[src/rtl/modexp_pkg.sv]
// Package for the modular exponentiation block: widths, microcode types and the control program.
package modexp_pkg;

    localparam int MOD_W            = 31;
    localparam int BASE_W           = 32;
    localparam int EXP_BITS_DEFAULT = 63;
    localparam logic [MOD_W-1:0] MOD_RESET = 31'd1000000007;

    // A multiply takes the multiplier's top bit in a load step and its other bits as the counter runs to CNT_LAST.
    localparam int CNT_W = $clog2(MOD_W);
    localparam logic [CNT_W-1:0] CNT_LAST = CNT_W'(MOD_W - 1);

    localparam int STEP_W = 3;
    localparam logic [STEP_W-1:0] STEP_WAIT = 3'd0;
    localparam logic [STEP_W-1:0] STEP_BASE = 3'd1;
    localparam logic [STEP_W-1:0] STEP_MULT = 3'd2;
    localparam logic [STEP_W-1:0] STEP_SQR  = 3'd3;
    localparam logic [STEP_W-1:0] STEP_EMIT = 3'd4;

    typedef enum logic [1:0] {
        OP_WAIT,
        OP_MUL,
        OP_EMIT
    } op_t;

    typedef enum logic [1:0] {
        SA_ONE,
        SA_ACC,
        SA_SQR
    } sel_a_t;

    typedef enum logic [1:0] {
        SB_BASE,
        SB_ACC,
        SB_SQR
    } sel_b_t;

    typedef enum logic {
        DST_SQR,
        DST_ACC
    } dest_t;

    typedef enum logic [1:0] {
        JC_NEVER,
        JC_ALWAYS,
        JC_EXP_ZERO,
        JC_EXP_HI_ZERO
    } jcond_t;

    typedef struct packed {
        op_t               op;
        sel_a_t            sel_a;
        sel_b_t            sel_b;
        dest_t             dest;
        logic              only_if_lsb;
        logic              shift_exp;
        jcond_t            jcond;
        logic [STEP_W-1:0] target;
    } ucode_t;

    // The control program. A step that finishes goes to its target when the jump
    // condition holds and to the following step otherwise.
    function automatic ucode_t ucode_rom(input logic [STEP_W-1:0] addr);
        ucode_t w;
        w = '{op: OP_WAIT, sel_a: SA_ONE, sel_b: SB_BASE, dest: DST_SQR,
              only_if_lsb: 1'b0, shift_exp: 1'b0, jcond: JC_NEVER, target: STEP_WAIT};
        unique case (addr)
            STEP_WAIT: begin
                w.op = OP_WAIT;
            end
            STEP_BASE: begin
                // Reduce the base: 1 * base mod m.
                w.op     = OP_MUL;
                w.sel_a  = SA_ONE;
                w.sel_b  = SB_BASE;
                w.dest   = DST_SQR;
                w.jcond  = JC_EXP_ZERO;
                w.target = STEP_EMIT;
            end
            STEP_MULT: begin
                w.op          = OP_MUL;
                w.sel_a       = SA_ACC;
                w.sel_b       = SB_SQR;
                w.dest        = DST_ACC;
                w.only_if_lsb = 1'b1;
                w.jcond       = JC_EXP_HI_ZERO;
                w.target      = STEP_EMIT;
            end
            STEP_SQR: begin
                w.op        = OP_MUL;
                w.sel_a     = SA_SQR;
                w.sel_b     = SB_SQR;
                w.dest      = DST_SQR;
                w.shift_exp = 1'b1;
                w.jcond     = JC_ALWAYS;
                w.target    = STEP_MULT;
            end
            STEP_EMIT: begin
                w.op     = OP_EMIT;
                w.jcond  = JC_ALWAYS;
                w.target = STEP_WAIT;
            end
            default: begin
                w.op     = OP_WAIT;
                w.jcond  = JC_ALWAYS;
                w.target = STEP_WAIT;
            end
        endcase
        return w;
    endfunction

endpackage

[src/rtl/modular_exponentiation.sv]
// Modular exponentiation top level: microcoded square-and-multiply over a bit-serial modular multiplier.
// The steps are the wait step, a multiply that reduces the base, then per exponent bit up to the highest
// set one a multiply (skipped when the bit is clear) and, below the highest set bit, a squaring;
// then the emit step. One word is in flight at a time; the emit step holds while the output
// register still holds an untaken word. Reset (aresetn low, synchronous) empties the output register,
// returns the sequencer to its wait step and sets the modulus to 1000000007.
module modular_exponentiation
    import modexp_pkg::*;
#(
    parameter int EXP_BITS = EXP_BITS_DEFAULT
) (
    input  logic                aclk,
    input  logic                aresetn,
    input  logic                cfg_wr_en,
    input  logic [MOD_W-1:0]    cfg_wr_data,
    input  logic                s_valid,
    output logic                s_ready,
    input  logic [BASE_W-1:0]   s_base_value,
    input  logic [EXP_BITS-1:0] s_exponent,
    output logic                m_valid,
    input  logic                m_ready,
    output logic [MOD_W-1:0]    m_power_result
);

    // Configuration. A written zero is stored as one, which is how every
    // reduction treats a zero modulus.
    logic [MOD_W-1:0] modulus_reg;

    always_ff @(posedge aclk) begin
        if (!aresetn) begin
            modulus_reg <= MOD_RESET;
        end else if (cfg_wr_en) begin
            modulus_reg <= (cfg_wr_data == '0) ? MOD_W'(1) : cfg_wr_data;
        end
    end

    // Sequencer state and datapath registers.
    logic [STEP_W-1:0]   step_reg, step_next;
    logic                busy_reg, busy_next;
    logic [CNT_W-1:0]    cnt_reg, cnt_next;
    logic [MOD_W-1:0]    r_reg, r_next;
    logic [BASE_W-1:0]   mb_reg, mb_next;
    logic [MOD_W-1:0]    acc_reg, acc_next;
    logic [MOD_W-1:0]    sqr_reg, sqr_next;
    logic [BASE_W-1:0]   base_reg, base_next;
    logic [EXP_BITS-1:0] exp_reg, exp_next;
    logic                out_valid_reg, out_valid_next;
    logic [MOD_W-1:0]    out_data_reg, out_data_next;

    ucode_t cw;
    logic   in_accept;
    logic   mul_skip;
    logic   mul_last;
    logic   step_done;
    logic   jump_taken;

    assign cw        = ucode_rom(step_reg);
    assign s_ready   = (cw.op == OP_WAIT);
    assign in_accept = s_valid && s_ready;

    // Operand selection for the shared multiplier. Operand A is added in on
    // each set multiplier bit; operand B is the multiplier, scanned from its top bit.
    logic [MOD_W-1:0]  a_val;
    logic [BASE_W-1:0] b_val;

    always_comb begin
        unique case (cw.sel_a)
            SA_ONE:  a_val = MOD_W'(1);
            SA_ACC:  a_val = acc_reg;
            SA_SQR:  a_val = sqr_reg;
            default: a_val = MOD_W'(1);
        endcase
        unique case (cw.sel_b)
            SB_BASE: b_val = base_reg;
            SB_ACC:  b_val = {1'b0, acc_reg};
            SB_SQR:  b_val = {1'b0, sqr_reg};
            default: b_val = base_reg;
        endcase
    end

    // One multiplier step: r = (2r + bit*a) mod m. With r and a below m the
    // sum is below 3m, so it is fixed up by subtracting m or 2m at most.
    logic                bit_in;
    logic [MOD_W-1:0]    r_in;
    logic [MOD_W+1:0]    t_sum;
    logic [MOD_W+1:0]    m_twice;
    logic [MOD_W+2:0]    t_m1;
    logic [MOD_W+2:0]    t_m2;
    logic [MOD_W-1:0]    r_step;

    always_comb begin
        bit_in  = busy_reg ? mb_reg[BASE_W-1] : b_val[BASE_W-1];
        r_in    = busy_reg ? r_reg : '0;
        t_sum   = {1'b0, r_in, 1'b0} + (bit_in ? {2'b00, a_val} : '0);
        m_twice = {1'b0, modulus_reg, 1'b0};
        t_m1    = {1'b0, t_sum} - {3'b000, modulus_reg};
        t_m2    = {1'b0, t_sum} - {1'b0, m_twice};
        if (!t_m2[MOD_W+2]) begin
            r_step = t_m2[MOD_W-1:0];
        end else if (!t_m1[MOD_W+2]) begin
            r_step = t_m1[MOD_W-1:0];
        end else begin
            r_step = t_sum[MOD_W-1:0];
        end
    end

    // Step completion and the conditional jump.
    always_comb begin
        mul_skip = cw.only_if_lsb && !exp_reg[0];
        mul_last = busy_reg && (cnt_reg == CNT_LAST);
        unique case (cw.op)
            OP_WAIT: step_done = s_valid;
            OP_MUL:  step_done = mul_skip || mul_last;
            OP_EMIT: step_done = !out_valid_reg || m_ready;
            default: step_done = 1'b1;
        endcase
        unique case (cw.jcond)
            JC_NEVER:       jump_taken = 1'b0;
            JC_ALWAYS:      jump_taken = 1'b1;
            JC_EXP_ZERO:    jump_taken = (exp_reg == '0);
            JC_EXP_HI_ZERO: jump_taken = ((exp_reg >> 1) == '0);
            default:        jump_taken = 1'b0;
        endcase
    end

    // Next-state logic for the sequencer and datapath.
    always_comb begin
        step_next      = step_reg;
        busy_next      = busy_reg;
        cnt_next       = cnt_reg;
        r_next         = r_reg;
        mb_next        = mb_reg;
        acc_next       = acc_reg;
        sqr_next       = sqr_reg;
        base_next      = base_reg;
        exp_next       = exp_reg;
        out_valid_next = out_valid_reg;
        out_data_next  = out_data_reg;

        if (out_valid_reg && m_ready) begin
            out_valid_next = 1'b0;
        end

        if (in_accept) begin
            base_next = s_base_value;
            exp_next  = s_exponent;
            acc_next  = MOD_W'(1);
        end

        if (cw.op == OP_MUL && !mul_skip) begin
            // The load cycle already handles the multiplier's top bit.
            r_next   = r_step;
            mb_next  = busy_reg ? (mb_reg << 1) : (b_val << 1);
            cnt_next = busy_reg ? cnt_reg + CNT_W'(1) : '0;
            busy_next = !mul_last;
            if (mul_last) begin
                if (cw.dest == DST_ACC) begin
                    acc_next = r_step;
                end else begin
                    sqr_next = r_step;
                end
                if (cw.shift_exp) begin
                    exp_next = exp_reg >> 1;
                end
            end
        end

        if (cw.op == OP_EMIT && step_done) begin
            out_valid_next = 1'b1;
            out_data_next  = acc_reg;
        end

        if (step_done) begin
            step_next = jump_taken ? cw.target : step_reg + STEP_W'(1);
        end
    end

    always_ff @(posedge aclk) begin
        if (!aresetn) begin
            step_reg      <= STEP_WAIT;
            busy_reg      <= 1'b0;
            out_valid_reg <= 1'b0;
        end else begin
            step_reg      <= step_next;
            busy_reg      <= busy_next;
            out_valid_reg <= out_valid_next;
        end
    end

    always_ff @(posedge aclk) begin
        cnt_reg      <= cnt_next;
        r_reg        <= r_next;
        mb_reg       <= mb_next;
        acc_reg      <= acc_next;
        sqr_reg      <= sqr_next;
        base_reg     <= base_next;
        exp_reg      <= exp_next;
        out_data_reg <= out_data_next;
    end

    assign m_valid        = out_valid_reg;
    assign m_power_result = out_data_reg;

    // The multiplier only runs under a multiply step.
    assert property (@(posedge aclk) disable iff (!aresetn)
        busy_reg |-> (cw.op == OP_MUL))
        else $error("multiplier busy outside a multiply step");

    // An accepted word always starts with the base reduction.
    assert property (@(posedge aclk) disable iff (!aresetn)
        in_accept |=> (step_reg == STEP_BASE))
        else $error("accepted word did not start base reduction");

    // A result only appears from the emit step.
    assert property (@(posedge aclk) disable iff (!aresetn)
        $rose(out_valid_reg) |-> ($past(step_reg) == STEP_EMIT))
        else $error("result appeared outside the emit step");

endmodule

[config.mk]
export PLATFORM = sky130hd
export DESIGN_NAME = modular_exponentiation
export DESIGN_NICKNAME = d
export VERILOG_FILES = /design/src/rtl/modexp_pkg.sv /design/src/rtl/modular_exponentiation.sv
export SDC_FILE = /design/constraint.sdc
export NUM_CORES = 1
export LEC_CHECK = 0
export BUFFER_PORTS_ARGS = -buffer_cell sky130_fd_sc_hd__buf_2
export CORE_MARGIN = 10
export CORE_UTILIZATION = 55
export CTS_CLUSTER_DIAMETER = 200
export DETAILED_ROUTE_END_ITERATION = 6
export GPL_TIMING_DRIVEN = 0
export MAX_ROUTING_LAYER = met4
export PLACE_DENSITY = 0.85
export SLEW_MARGIN = 20
export SYNTH_ARGS = -nofsm -noshare
export SYNTH_HDL_FRONTEND = slang
export SYNTH_SLANG_ARGS = --single-unit
export TNS_END_PERCENT = 10
[constraint.sdc]
create_clock -name aclk -period 7.1 [get_ports aclk]
set_clock_uncertainty 0.1 [all_clocks]
set_input_delay 0 -clock aclk [delete_from_list [all_inputs] [get_ports aclk]]
set_output_delay 0 -clock aclk [all_outputs]
set_load 0.1 [all_outputs]
==> out/qor.yml <==
critical_path:
  worstPathMaxFanout: 10
  crit_path_end_kind: "flip-flop"
  slowest_delay_ns: 0.41
  worst_path_most_repeated_cell: "and2_1"
  worstSetupPathType: "flip-flop to flip-flop"
  crit_slowest_cell: "a31oi_1"
  critical_path_required_ns: 7.31
  cp.arrival_ns: 7.24
  worstSetupStartpointType: "flip-flop"
floorplanning:
  die-area_sq_mm: 0.0390
  die_w_um: 198
  placement_rows: 64
  initial_core_util_pct: 56.2
  die_h_um: 198
  io_pins: 164
  core_sq_mm: 0.0308
sta:
  setup_violations: 0
  final_max_slew_viol_count: 0
  hold_viol: 0
  finalCriticalPeriod_ns: 7.03
  tns_ns: 0
  clock.fmax_ghz: 0.142
  slew_headroom_pct: 43.1
  worst_pin_slew_ns: 0.853
  period_share_pct: 99.0
yosys:
  seq_area_frac_synth_pct: 42.9
  syn_inst: 1890
  synthArstFlopShare_pct: 0
  synth_seq_cells: 291
  synthTopCellsByArea: "edfxtp_1 (28%), dfxtp_1 (15%), ha_1 (7.4%), nand2_1 (5.1%), nor2_1 (4.0%)"
  yosys_warnings: 0
  synth-edff-count: 161
  post_synth_instance_area_sq_mm: 0.0173
  synth_top_area_share_pct: 27.9
  ys.flop_type: "edfxtp_1"
  syn_area_per_cell_sq_um: 9.17
  synth_largest_area_cell: "edfxtp_1"
  synth_cell_type_count: 83
  syn-num-nets: 2126
routing:
  viasPerCell: 6.40
  drc: 0
  ant_nets: 0
  first_iter_violations: 1990
  drt-total-wl_um: 62600
  via_count: 17300
  wl_per_cell_um: 23.2
  drt_first_pass_iters: 6
global_route:
  antenna_found_initial: 6
  track_usage_pct: 31.9
  grt_pass1_vias: 16700
  overflow: 0
  grt_pass1_wl_um: 95700
  grt_max_degree: 33
placed_design:
  io_buffers: 162
  gp_congestion: 1.03
  place_inst: 2454
  dp_hpwl_um: 43000
clock_network:
  clk_latency_ns: 0.61
  cts_sinks: 291
  cts.clk_slew.worst_paths_ns: 0.06
  cts_tree: "built"
  root_buffer: "clkbuf_16"
  cts_buffers: 31
  clk_path_buf_depth: 3
  htreeDepth: 1
final_layout:
  areaGrowthSynthToFinish_pct: 26.9
  final_common_cell: "nand2_1"
  finalNetCount: 2503
  drive_above_1_share_pct: 15.4
  largest_reg_flops: 63
  layout_common_cells: "nand2_1 (234), nor2_1 (181), buf_2 (172)"
  final_cells: 2699
power_and_ir_drop:
  power.share.switching_pct: 41.3
  p_leak_nw: 9.49
  pwr-share-seq_pct: 34.4
  power_density_mw_per_mm2: 359
  p_sw_w: 0.00326
  ir_worst_vdd_uv: 216
  clockPowerShare_pct: 21.1
  p_comb_share_pct: 44.5
  internal-power_w: 0.00464
hold_path:
  min_path_type: "input pin to flip-flop"
run_status:
  outcome: "complete, no violations"
flow_run:
  cap_violations: 0
## power by group through the flow
stage               logic [W]  clock network [W]  registers, W
global placement      0.00294                  0       0.00272
floorplan             0.00206                  0       0.00278
CTS                   0.00328            0.00166       0.00268
finish                0.00351            0.00166       0.00272
detailed placement    0.00307                  0       0.00270
global route          0.00376            0.00172       0.00276
## per-stage QoR
step                      setup WS, ns  power (W)  instance area [sq um]  utilization [%]  hold slack, ns
after global routing           -0.0590    0.00824                  22000             71.3          0.0342
final                           0.0705    0.00789                  22000             71.4          0.0309
after global placement           -1.65    0.00566                  18600             60.5          0.0787
after CTS                     0.000613    0.00762                  21700             70.4          0.0180
after floorplan                  0.726    0.00484                  17300                -        -0.00113
after detailed placement         -1.15    0.00577                  18800             60.9          0.0781
## layer usage
layer / GRT usage (%) / share of wire (%) / up-vias
met5: - / 0 / -
met4: 14.4 / 5.3 / 0
met3: 5.47 / 10 / 267
met2: 49.0 / 45 / 1179
met1: 40.5 / 39 / 8103
li1: - / - / 7723
## kinds of logic after synthesis
| logic type | count (synthesis) | share of synthesized area, % |
|---|---|---|
| xor+xnor | 68 | 3.44 |
| buf+inv | 161 | 3.83 |
| fa+ha+maj | 105 | 7.71 |
| flops | 291 | 42.9 |
| simple gates | 667 | 17.7 |
| compound gates | 544 | 21.3 |
| mux | 54 | 3.14 |
## worst paths after layout
check | startpoint | to | slack, ns | cells past startpoint
worst max-delay path | step_reg[0]$_SDFFE_PN0N_ | sqr_reg[10]$_DFFE_PP_ | 0.07 | 31
worst max register to register | step_reg[0]$_SDFFE_PN0N_ | sqr_reg[10]$_DFFE_PP_ | 0.07 | 31
worst min-delay path | s_base_value[11] | base_reg[11]$_DFFE_PP_ | 0.03 | 2
worst min register to register | acc_reg[3]$_DFF_P_ | m_power_result[3]$_DFFE_PP_ | 0.36 | 0
## cells in the mapped netlist (all sizes together), types with 47 or more instances
library cell	instances
a21oi	100
mux2i	51
nor2	187
o21ai	95
inv	63
clkbuf	70
ha	102
a21o	48
nand2	235
dfxtp	130
and2	53
edfxtp	161
nand3	47
a31oi	89
## worst max-delay path: cells and delay by family, from the launching register on
family	cells	cell delay, ns
xor gates and xnor gates	1	0.38
adders and majority gates	6	1.59
AOI/OAI and AO/OA	10	2.13
buffers and inverters	6	0.94
DFF	1	0.35
and+or+nand+nor	8	1.21
## cell type report
| cell class | count | area, sq um |
|---|---|---|
| multi-input combinational | 1438 | 9660 |
| fill | 2136 | 8830 |
| sequential | 291 | 7440 |
| timing repair buffer | 344 | 2650 |
| clock buffer | 36 | 795 |
| tap | 396 | 495 |
| buffer | 98 | 474 |
| inverter | 63 | 236 |
| clock inverter | 22 | 230 |
| antenna | 11 | 27.5 |
## repair_timing
| action | 4_1_cts | 5_1_grt |
|---|---|---|
| pin swaps | 6 | 17 |
| endpoints found under the setup margin | 93 | 93 |
| hold endpoints to repair | 129 | 0 |
| hold buffers | 159 | 0 |
| gates resized for setup | 54 | 51 |
| buffers inserted | 8 | 9 |
| cloned | 0 | 0 |
(Power assumes the default switching activity.)
